===== config.mk =====
export PLATFORM = sky130hd
export DESIGN_NAME = netascii_block_encoder_core
export DESIGN_NICKNAME = d
export VERILOG_FILES = /design/src/design/nabe_pkg.sv /design/src/design/nabe_step.sv /design/src/design/nabe_out_buf.sv /design/src/design/netascii_block_encoder_core.sv
export SDC_FILE = /design/constraint.sdc
export NUM_CORES = 1
export LEC_CHECK = 0
export BUFFER_PORTS_ARGS = -buffer_cell sky130_fd_sc_hd__buf_2
export CELL_PAD_IN_SITES_DETAIL_PLACEMENT = 1
export CELL_PAD_IN_SITES_GLOBAL_PLACEMENT = 1
export CORE_MARGIN = 4
export CORE_UTILIZATION = 52
export CTS_CLUSTER_DIAMETER = 30
export CTS_CLUSTER_SIZE = 16
export DETAILED_ROUTE_END_ITERATION = 7
export PLACE_DENSITY_LB_ADDON = 0.08
export SYNTH_ARGS = -nofsm -noshare
export SYNTH_HDL_FRONTEND = slang
export SYNTH_HIERARCHICAL = 1
export SYNTH_SLANG_ARGS = --single-unit
export TNS_END_PERCENT = 5

===== constraint.sdc =====
create_clock -name clk -period 14.6 [get_ports clk]
set_input_delay 1.46 -clock clk [delete_from_list [all_inputs] [get_ports clk]]
set_output_delay 1.46 -clock clk [all_outputs]
set_load 0.1 [all_outputs]

===== src/design/nabe_pkg.sv =====
// types and constants shared by the netascii block encoder modules
`timescale 1ns / 1ps

package nabe_pkg;

  localparam logic [1:0] MODE_TEXT   = 2'd0;
  localparam logic [1:0] MODE_OCTET  = 2'd1;
  localparam logic [1:0] MODE_SINGLE = 2'd2;

  localparam logic REQ_DATA = 1'b0;
  localparam logic REQ_EOF  = 1'b1;

  localparam logic [7:0] CHAR_CR  = 8'h0D;
  localparam logic [7:0] CHAR_LF  = 8'h0A;
  localparam logic [7:0] CHAR_NUL = 8'h00;

  typedef struct packed {
    logic       req_type;
    logic [7:0] in_byte;
  } nabe_in_t;

  typedef struct packed {
    logic [7:0]  out_byte;
    logic        byte_valid;
    logic [15:0] blk_num;
    logic [8:0]  byte_offset;
    logic        final_block;
    logic        last_of_run;
  } nabe_out_t;

endpackage


===== src/design/nabe_step.sv =====
// combinational encode step: one item against the block state gives up to two results
`timescale 1ns / 1ps

module nabe_step #(
  parameter int BLOCK_BYTES = 512,
  localparam int FW = $clog2(BLOCK_BYTES),
  localparam int SW = $clog2(BLOCK_BYTES + 2)
) (
  input  nabe_pkg::nabe_in_t  item,
  input  logic [1:0]          mode,
  input  logic [15:0]         blk,
  input  logic [FW-1:0]       fill,
  output nabe_pkg::nabe_out_t res0,
  output nabe_pkg::nabe_out_t res1,
  output logic                two,
  output logic [15:0]         next_blk,
  output logic [FW-1:0]       next_fill
);
  import nabe_pkg::*;

  logic [SW-1:0] size;
  logic [SW-1:0] fill_x;
  logic          pre_close;
  logic [15:0]   blk_a;
  logic [SW-1:0] fill_a;
  logic          is_eof;
  logic          is_pair;
  logic          mid_close;
  logic [15:0]   blk_b;
  logic [SW-1:0] fill_b;
  logic [SW-1:0] fill_c;
  logic          post_close;
  logic [7:0]    second;

  always_comb begin
    size      = (mode == MODE_SINGLE) ? SW'(1) : SW'(BLOCK_BYTES);
    fill_x    = SW'(fill);
    pre_close = (fill_x >= size);
    blk_a     = pre_close ? blk + 16'd1 : blk;
    fill_a    = pre_close ? '0 : fill_x;

    is_eof    = (item.req_type == REQ_EOF);
    is_pair   = (mode == MODE_TEXT) && !is_eof &&
                ((item.in_byte == CHAR_LF) || (item.in_byte == CHAR_CR));
    // a pair that would straddle the block end opens the next block
    mid_close = is_pair && ((fill_a + SW'(1)) >= size);
    blk_b     = mid_close ? blk_a + 16'd1 : blk_a;
    fill_b    = mid_close ? '0 : fill_a;
    fill_c    = fill_b + (is_pair ? SW'(2) : SW'(1));
    post_close = (fill_c >= size);
    second    = (item.in_byte == CHAR_LF) ? CHAR_LF : CHAR_NUL;
  end

  always_comb begin
    res1.out_byte     = second;
    res1.byte_valid   = 1'b1;
    res1.blk_num      = blk_b;
    res1.byte_offset  = 9'(fill_b + SW'(1));
    res1.final_block  = 1'b0;
    res1.last_of_run  = 1'b1;
    priority if (is_eof) begin
      res0.out_byte     = CHAR_NUL;
      res0.byte_valid   = 1'b0;
      res0.blk_num      = (fill_a != '0) ? blk_a + 16'd1 : blk_a;
      res0.byte_offset  = 9'd0;
      res0.final_block  = 1'b1;
      res0.last_of_run  = 1'b1;
      two               = 1'b0;
      next_blk          = 16'd1;
      next_fill         = '0;
    end else if (is_pair) begin
      res0.out_byte     = CHAR_CR;
      res0.byte_valid   = 1'b1;
      res0.blk_num      = blk_b;
      res0.byte_offset  = 9'(fill_b);
      res0.final_block  = 1'b0;
      res0.last_of_run  = 1'b0;
      two               = 1'b1;
      next_blk          = post_close ? blk_b + 16'd1 : blk_b;
      next_fill         = post_close ? '0 : FW'(fill_c);
    end else begin
      res0.out_byte     = item.in_byte;
      res0.byte_valid   = 1'b1;
      res0.blk_num      = blk_b;
      res0.byte_offset  = 9'(fill_b);
      res0.final_block  = 1'b0;
      res0.last_of_run  = 1'b1;
      two               = 1'b0;
      next_blk          = post_close ? blk_b + 16'd1 : blk_b;
      next_fill         = post_close ? '0 : FW'(fill_c);
    end
  end

endmodule


===== src/design/nabe_out_buf.sv =====
// two-entry result register that drains one result per transfer
`timescale 1ns / 1ps

module nabe_out_buf (
  input  logic                clk,
  input  logic                rst_n,
  input  logic                load,
  input  nabe_pkg::nabe_out_t load_res0,
  input  nabe_pkg::nabe_out_t load_res1,
  input  logic                load_two,
  output logic                can_load,
  output logic                out_valid,
  input  logic                out_stall,
  output nabe_pkg::nabe_out_t out_data
);
  import nabe_pkg::*;

  logic [1:0] cnt_r;
  logic [1:0] cnt_nxt;
  nabe_out_t  e0_r;
  nabe_out_t  e0_nxt;
  nabe_out_t  e1_r;
  nabe_out_t  e1_nxt;
  logic       xfer;

  assign out_valid = (cnt_r != 2'd0);
  assign out_data  = e0_r;
  assign xfer      = out_valid && !out_stall;
  assign can_load  = (cnt_r == 2'd0) || ((cnt_r == 2'd1) && xfer);

  always_comb begin
    cnt_nxt = cnt_r;
    e0_nxt  = e0_r;
    e1_nxt  = e1_r;
    if (load) begin
      cnt_nxt = load_two ? 2'd2 : 2'd1;
      e0_nxt  = load_res0;
      e1_nxt  = load_res1;
    end else if (xfer) begin
      cnt_nxt = cnt_r - 2'd1;
      e0_nxt  = e1_r;
    end
  end

  always_ff @(posedge clk) begin
    if (!rst_n) begin
      cnt_r <= 2'd0;
    end else begin
      cnt_r <= cnt_nxt;
    end
    e0_r <= e0_nxt;
    e1_r <= e1_nxt;
  end

`ifndef SYNTHESIS
  a_cnt_range: assert property (@(posedge clk) disable iff (!rst_n)
    cnt_r != 2'd3)
    else $error("result count out of range");
  a_load_shows: assert property (@(posedge clk) disable iff (!rst_n)
    load |=> out_valid)
    else $error("loaded result not presented");
  a_pair_follows: assert property (@(posedge clk) disable iff (!rst_n)
    (xfer && !e0_r.last_of_run) |=> out_valid)
    else $error("second byte of a pair missing");
`endif

endmodule


===== src/design/netascii_block_encoder_core.sv =====
// top level of the netascii block encoder: input register, encode step, result register
`timescale 1ns / 1ps

// Frames a byte stream into numbered blocks of BLOCK_BYTES bytes (one byte per block in
// single-byte mode), turning LF into CR LF and CR into CR NUL in text mode. Each item is
// held in an input register, encoded combinationally and placed in a two-entry result
// register that feeds the byte-wide result port. A CR or LF in text mode gives two results,
// which leave one byte per transfer; the next item is loaded only once the last result
// of the item is transferring. Each item passes the input register and then the result
// register before its first result is offered; a stalled result port stalls the
// input once the input register and the result register are both occupied. End of file
// gives one empty final-block result and restarts numbering at 1.
module netascii_block_encoder_core #(
  parameter int BLOCK_BYTES = 512
) (
  input  logic                clk,
  input  logic                rst_n,
  input  logic                cfg_wr_en,
  input  logic [1:0]          cfg_wr_data,
  input  logic                in_valid,
  output logic                in_stall,
  input  nabe_pkg::nabe_in_t  in_data,
  output logic                out_valid,
  input  logic                out_stall,
  output nabe_pkg::nabe_out_t out_data
);
  import nabe_pkg::*;

  localparam int FW = $clog2(BLOCK_BYTES);

  logic [1:0]    mode_r;
  logic          s1_valid_r;
  logic          s1_valid_nxt;
  nabe_in_t      s1_item_r;
  logic [15:0]   blk_r;
  logic [15:0]   blk_nxt;
  logic [FW-1:0] fill_r;
  logic [FW-1:0] fill_nxt;

  nabe_out_t     res0;
  nabe_out_t     res1;
  logic          two;
  logic [15:0]   step_blk;
  logic [FW-1:0] step_fill;
  logic          can_load;
  logic          move;
  logic          in_xfer;

  assign move     = s1_valid_r && can_load;
  assign in_stall = s1_valid_r && !can_load;
  assign in_xfer  = in_valid && !in_stall;

  nabe_step #(
    .BLOCK_BYTES(BLOCK_BYTES)
  ) u_step (
    .item      (s1_item_r),
    .mode      (mode_r),
    .blk       (blk_r),
    .fill      (fill_r),
    .res0      (res0),
    .res1      (res1),
    .two       (two),
    .next_blk  (step_blk),
    .next_fill (step_fill)
  );

  nabe_out_buf u_out_buf (
    .clk       (clk),
    .rst_n     (rst_n),
    .load      (move),
    .load_res0 (res0),
    .load_res1 (res1),
    .load_two  (two),
    .can_load  (can_load),
    .out_valid (out_valid),
    .out_stall (out_stall),
    .out_data  (out_data)
  );

  always_comb begin
    s1_valid_nxt = s1_valid_r;
    if (in_xfer) begin
      s1_valid_nxt = 1'b1;
    end else if (move) begin
      s1_valid_nxt = 1'b0;
    end
    blk_nxt  = move ? step_blk : blk_r;
    fill_nxt = move ? step_fill : fill_r;
  end

  always_ff @(posedge clk) begin
    if (!rst_n) begin
      mode_r     <= MODE_OCTET;
      s1_valid_r <= 1'b0;
      blk_r      <= 16'd1;
      fill_r     <= '0;
    end else begin
      if (cfg_wr_en) begin
        mode_r <= cfg_wr_data;
      end
      s1_valid_r <= s1_valid_nxt;
      blk_r      <= blk_nxt;
      fill_r     <= fill_nxt;
    end
    if (in_xfer) begin
      s1_item_r <= in_data;
    end
  end

`ifndef SYNTHESIS
  a_final_empty: assert property (@(posedge clk) disable iff (!rst_n)
    (out_valid && out_data.final_block) |-> (!out_data.byte_valid && out_data.last_of_run))
    else $error("final block result carries data");
  a_eof_restart: assert property (@(posedge clk) disable iff (!rst_n)
    (move && s1_item_r.req_type == REQ_EOF) |=> (blk_r == 16'd1 && fill_r == '0))
    else $error("block state not restarted after end of file");
  a_fill_bound: assert property (@(posedge clk) disable iff (!rst_n)
    move |=> (32'(fill_r) < BLOCK_BYTES))
    else $error("block fill beyond block size");
`endif

endmodule


== Yosys cells after proc, flatten, opt, wreduce, memory -nomap -nowiden ==
Cells that the tools add are included.

* Output and inout bits: 38
* Register bits: 108
* RAM bits: 0
* Memory bits (read-only): 0
* Logic and storage cells: 73
* Bits in latches: 0
* Input bits: 16
* Memories kept: 0

* Magnitude comparators: 3
* Multiply operators: 0
* Bitwise logic cells: 0
* Eq/ne operators: 4
* Mux-type cells: 23
* Shifts and indexed selects: 0
* Reduce and logical (&&, ||, !) cells: 20
* Div/mod/pow operators: 0
* $add $sub $neg: 7

{| class="wikitable"
|+ Operator list
! operator !! count
|-
| $mux W36 || 4
|-
| $mux W16 || 5
|-
| $add A16 B1 Y16 const B || 3
|-
| $mux W9 || 4
|-
| $ge A10 B10 Y1 || 2
|-
| $eq A8 B4 Y1 const B || 2
|-
| $add A10 B1 Y10 const B || 1
|-
| $add A10 B2 Y10 || 1
|-
| $ge A9 B10 Y1 || 1
|-
| $mux W10 || 1
|-
| $reduce_bool A10 Y1 || 1
|-
| $add A9 B1 Y9 const B || 1
|-
| $logic_and A1 B1 Y1 || 8
|-
| $mux W2 || 4
|-
| $reduce_bool A2 Y1 || 3
|-
| $logic_not A1 Y1 || 4
|-
| $logic_not A2 Y1 || 2
|-
| $mux W1 || 4
|-
| $mux W4 || 1
|-
| $eq A2 B1 Y1 const B || 1
|-
| $eq A2 B2 Y1 const B || 1
|-
| $logic_or A1 B1 Y1 || 2
|-
| $sub A2 B1 Y2 const B || 1
|}

== Logic depth before layout (Yosys ltp) ==
* Depth after elaboration: 12
* Mapped depth: 30
* Gate-level depth less buffers: 28

== Modules after synthesis ==
The synthesis kept the hierarchy.

{| class="wikitable"
|+ By module, submodules not included
! module !! times used !! sequential area each (sq um) !! area each (sq um) !! cells an instance
|-
| nabe_step || 1 || 0.0 || 2832.7 || 426
|-
| nabe_out_buf || 1 || 2202.1 || 2728.9 || 129
|-
| netascii_block_encoder_core || 1 || 830.8 || 1430.1 || 135
|}

== Least setup slack after synthesis ==
Ideal clock, no wire load.

* Path type: register -> register
* From: register mode_r[0]
* To: register blk_r[14]
* Data required time: 14533 ps
* Buffers on the path: 2
* Arrival: 6135 ps
* Cell stages (with the launch flop): 31
* Library setup time: 67 ps
* Path slack: 8397 ps
* Clock period less this slack: 6203 ps
* Path through: dfxtp_1 > nand2b_2 > inv_2 > ha_1 > nor3b_1 > a31oi_1 > nor2_1 > ha_1 > nand2_1 > nor3_1 > o21ai_1 > a311o_1 > buf_6 > o21a_1 > buf_2 > nor2_1 > ha_1 > a21oi_1 > or3_1 > nor3_1 > ha_1 > nor4_1 > a21oi_1 > nand3_1 > mux2i_1 > and2_1 > nand3_1 > or4_1 > a21oi_1 > nand4_1 > o21ai_2

* Cells in the longest elaborated chain, start to end: 12
* Elaborated cells between the ends (all ways): 20
* Those cells by class: add/sub (4); order compare (3); eq/ne (1); mux (8); reduce/logical (4)

{| class="wikitable"
|+ Ends and longest elaborated chain
! item !! line !! text
|-
| start, declared || netascii_block_encoder_core.sv:31 || <nowiki>logic [1:0] mode_r;</nowiki>
|-
| start signal, assigned || netascii_block_encoder_core.sv:99 || <nowiki>mode_r <= cfg_wr_data;</nowiki>
|-
| $eq A2 B2 Y1 || nabe_step.sv:36 || <nowiki>size = (mode == MODE_SINGLE) ? SW'(1) : SW'(BLOCK_BYTES);</nowiki>
|-
| $mux W10 || nabe_step.sv:36 ||
|-
| $ge A9 B10 Y1 || nabe_step.sv:38 || <nowiki>pre_close = (fill_x >= size);</nowiki>
|-
| $mux W9 || nabe_step.sv:40 || <nowiki>fill_a = pre_close ? '0 : fill_x;</nowiki>
|-
| $add A10 B1 Y10 || nabe_step.sv:46 || <nowiki>mid_close = is_pair && ((fill_a + SW'(1)) >= size);</nowiki>
|-
| $ge A10 B10 Y1 || nabe_step.sv:46 ||
|-
| $logic_and A1 B1 Y1 || nabe_step.sv:46 ||
|-
| $mux W9 || nabe_step.sv:48 || <nowiki>fill_b = mid_close ? '0 : fill_a;</nowiki>
|-
| $add A10 B2 Y10 || nabe_step.sv:49 || <nowiki>fill_c = fill_b + (is_pair ? SW'(2) : SW'(1));</nowiki>
|-
| $ge A10 B10 Y1 || nabe_step.sv:50 || <nowiki>post_close = (fill_c >= size);</nowiki>
|-
| $mux W16 (*) || nabe_step.sv:79, nabe_step.sv:89 ||
|-
| $mux W16 (*) || nabe_step.sv:61 || <nowiki>priority if (is_eof) begin</nowiki>
|-
| via step_blk[14] || netascii_block_encoder_core.sv:43 || <nowiki>logic [15:0] step_blk;</nowiki>
|-
| end signal, assigned || netascii_block_encoder_core.sv:102 || <nowiki>blk_r <= blk_nxt;</nowiki>
|-
| end, declared || netascii_block_encoder_core.sv:35 || <nowiki>logic [15:0] blk_r;</nowiki>
|}

The timed path passes the listed nets; every way through them passes the cells marked *.
A chain may end at the register's enable or synchronous reset.

== Worst setup path in the final report ==
* From: register mode_r[0]
* To: register blk_r[15]

Same word-level chain as after synthesis.

==> flow_summary.yaml <==
grt:
  grt_overflow: 0
  grt_start_max_net_pins: 55
  grt_usage_pct: 25.57
  grt_pass1_vias: 5604
  antenna_found_initial: 0
  grt_pass1_wl_mm: 30.07
layout:
  areaGrowthSynthToFinish_pct: 7.731
  layout.nets: 749
  final_util_pct: 57.10
  fillers: 1489
  drive_above_1_share_pct: 22.10
  stdcell_area_um2: 7532
  n_antenna_cell: 0
clock_tree:
  cts_buffers: 9
  post_cts_buffers: 0
  holdBufCountCts: 0
  clkSinkCount: 111
  cts_tree: "done"
  path_clk_slew_ns: 0.07
  htree_levels: 3
  clkLatencyLatePin_ns: 0.36
  clk_path_buf_depth: 2
  cts-resized-gates: 0
  cts_root_buffer: "clkbuf_16"
worst_setup_path:
  path_max_fanout: 16
  path_class: "reg2reg"
  crit_family: "simple AND/OR/NAND/NOR gates"
  reg2reg_depth: 28
  cpMaxStageDelayCell: "a311o_1"
  crit_path_frequent_cell: "ha_1"
  startpoint_type: "flop"
  reg2reg_from: "mode_r[0]"
  crit_end: "blk_r[15]"
  slowest_delay_ns: 0.52
  r2r-end: "blk_r[15]"
  endpoint_kind: "flop"
  arrival_ns: 7.74
  r2r_setup_slack_ns: 7.13
  worst_ep_required_time_ns: 14.88
  cp-startpoint: "mode_r[0]"
  path_buf_inv: 2
  worst-path-stages: 28
pwr:
  power_w: 0.0008771
  p_leak_nw: 2.682
  ir_worst_vdd_v: 0.00006359
  power.density_nw_per_um2: 116.4
logic_synthesis:
  synth_cell_types: 77
  synthArstFlopShare_pct: 0
  ys_top_cells_by_count: "edfxtp_1 (81), nand2_1 (69), nor2_1 (58)"
  netlist.top_cell.by_area: "edfxtp_1"
  synth_area_leaders: "edfxtp_1 (35%), dfxtp_1 (8.6%), mux2_2 (6.4%)"
  synth_ff_type: "edfxtp_1"
  synth_edf_count: 81
  ys_ff_latch: 111
  synth.avg_cell_area_um2: 10.13
  ys_warn_count: 6
  syn_area_um2: 6992
  yosysSeqAreaShare_pct: 43.38
  yosysTopAreaCellShare_pct: 34.79
  post-synth-top-count-cell: "edfxtp_1"
  postSynthCellCount: 690
timing:
  setup_viol: 0
  max_slew_margin_pct: 31.90
  fin_skew_ns: 0.004803
  fin_setup_tns_ns: 0
  worst_pin_slew_ns: 1.021
  final_hold_viol_count: 0
  period_share_pct: 51.16
  min_period_ns: 7.469
  clock.fmax_mhz: 133.9
  rsz0062_at_grt: "no"
  slew_violations: 0
routing:
  vias: 5449
  drtIter0Drc: 355
  routed_via_density: 6.054
  routed_wl_mm: 19.15
  ant_nets: 0
  wl_per_cell_um: 21.28
  dr.pass1.iters: 5
  drc: 0
run:
  max_cap_viol_count: 0
die:
  io_pins: 54
  rows: 42
  initial_utilization_pct: 53.01
  dieArea_um2: 15360
  die-width_um: 124.0
  coreArea_um2: 13190
  die_h_um: 124.0
min_path:
  hold_path_class: "reg2reg"
  hold_depth: 2
placement:
  hpwl_mm: 13.61
  dpl-instance-area_um2: 7252
  port_buffers: 53
  gp_congestion: 0.9373
status:
  status: "finished clean"
==> cell usage in the layout (no fill, tap or decap), types with 3 or more instances in the layout <==
cell | Yosys | layout
clkbuf_16 | 0 | 9
dfxtp_1 | 30 | 30
a21oi_1 | 19 | 19
o211a_1 | 3 | 3
xnor2_1 | 29 | 29
edfxtp_1 | 81 | 81
buf_4 | 13 | 5
nand2b_1 | 4 | 4
or3_1 | 8 | 8
mux2i_1 | 4 | 4
inv_1 | 20 | 20
nand3b_1 | 7 | 7
nor3b_1 | 5 | 5
o31a_1 | 4 | 4
ha_1 | 13 | 13
nand2_1 | 69 | 69
and2_1 | 8 | 8
xor2_1 | 38 | 38
buf_2 | 12 | 53
and3_1 | 11 | 11
nor3_1 | 10 | 10
o21ai_2 | 20 | 21
o21ai_0 | 16 | 15
nor2b_1 | 10 | 10
or4_1 | 5 | 5
nor2_1 | 58 | 58
o211ai_1 | 4 | 4
conb_1 | 2 | 9
o21a_1 | 3 | 3
o31ai_1 | 3 | 3
nand3_1 | 24 | 24
mux2_2 | 40 | 40
nand4_1 | 39 | 39
nor4_1 | 4 | 4
or2_2 | 3 | 3
==> state kept, by name, summed over array words and instances, names as in the netlist <==
| register | count |
|---|---|
| s1_valid_r | 1 |
| fill_r | 9 |
| s1_item_r | 9 |
| blk_r | 16 |
| u_out_buf/out_data | 36 |
| u_out_buf/cnt_r | 2 |
| mode_r | 2 |
| u_out_buf/e1_r | 36 |
==> how the worst min path moves through the flow <==
stage | start | to | slack, ns
2_1_floorplan | fill_r[4] | fill_r[4] | 0.44
3_3_place_gp | blk_r[15] | blk_r[15] | 0.48
3_5_place_dp | blk_r[15] | blk_r[15] | 0.50
4_1_cts | blk_r[14] | blk_r[14] | 0.52
5_1_grt | blk_r[14] | blk_r[14] | 0.52
6_report | blk_r[14] | blk_r[14] | 0.52
==> layer usage <==
layer / part of all wire [%] / vias to the layer above / global-route usage (%)
li1: - / 2548 / -
met1: 45 / 2749 / 34.75
met2: 49 / 134 / 42.55
met3: 4.3 / 18 / 4.314
met4: 1.3 / 0 / 6.639
met5: 0 / - / 0
==> worst register-to-register path: cells and delay by family, from the launching register on <==
family          cells  cell delay [ns]
simple gates       13             3.48
compound gates      9             2.14
fa+ha+maj           4             1.01
flops               1             0.39
buf+inv             2             0.37
==> cell type report <==
class | count | area, µm² | share of cell area (%)
Multi-Input combinational cell | 517 | 3613 | 47.97
Tap cell | 176 | 220.2 | 2.924
Clock buffer | 10 | 229.0 | 3.040
Sequential cell | 111 | 3033 | 40.27
Inverter | 22 | 82.58 | 1.096
Clock inverter | 6 | 51.30 | 0.6811
Timing Repair Buffer | 58 | 302.8 | 4.020
==> cells by family (layout without fill, tap and decap cells) <==
logic type | after synthesis | in the layout | synth area share [%]
muxes | 44 | 44 | 7.015
AOI/OAI and AO/OA | 98 | 98 | 10.97
DFF | 111 | 111 | 43.38
buffers and inverters | 69 | 96 | 5.369
other | 2 | 9 | 0.1074
and+or+nand+nor | 284 | 284 | 21.76
xor gates and xnor gates | 68 | 68 | 8.787
adders and majority gates | 14 | 14 | 2.613
==> stage by stage <==
stage | instances | hold WS [ns] | setup WS [ns]
floorplan | 697 | 0.4361 | 8.397
global placement | 884 | 0.4771 | 7.675
detailed placement | 884 | 0.4987 | 7.240
CTS | 900 | 0.5185 | 7.179
global route | 900 | 0.5208 | 6.420
finish | 900 | 0.5188 | 7.131
==> where the power goes <==
| part | switching [W] | internal (W) | total (W) |
|---|---|---|---|
| logic | 0.000208 | 0.0000409 | 0.000249 |
| registers | 0.0000106 | 0.000379 | 0.000390 |
| clock network | 0.000119 | 0.000119 | 0.000238 |
No activity file was read; power rests on OpenSTA's default activity.
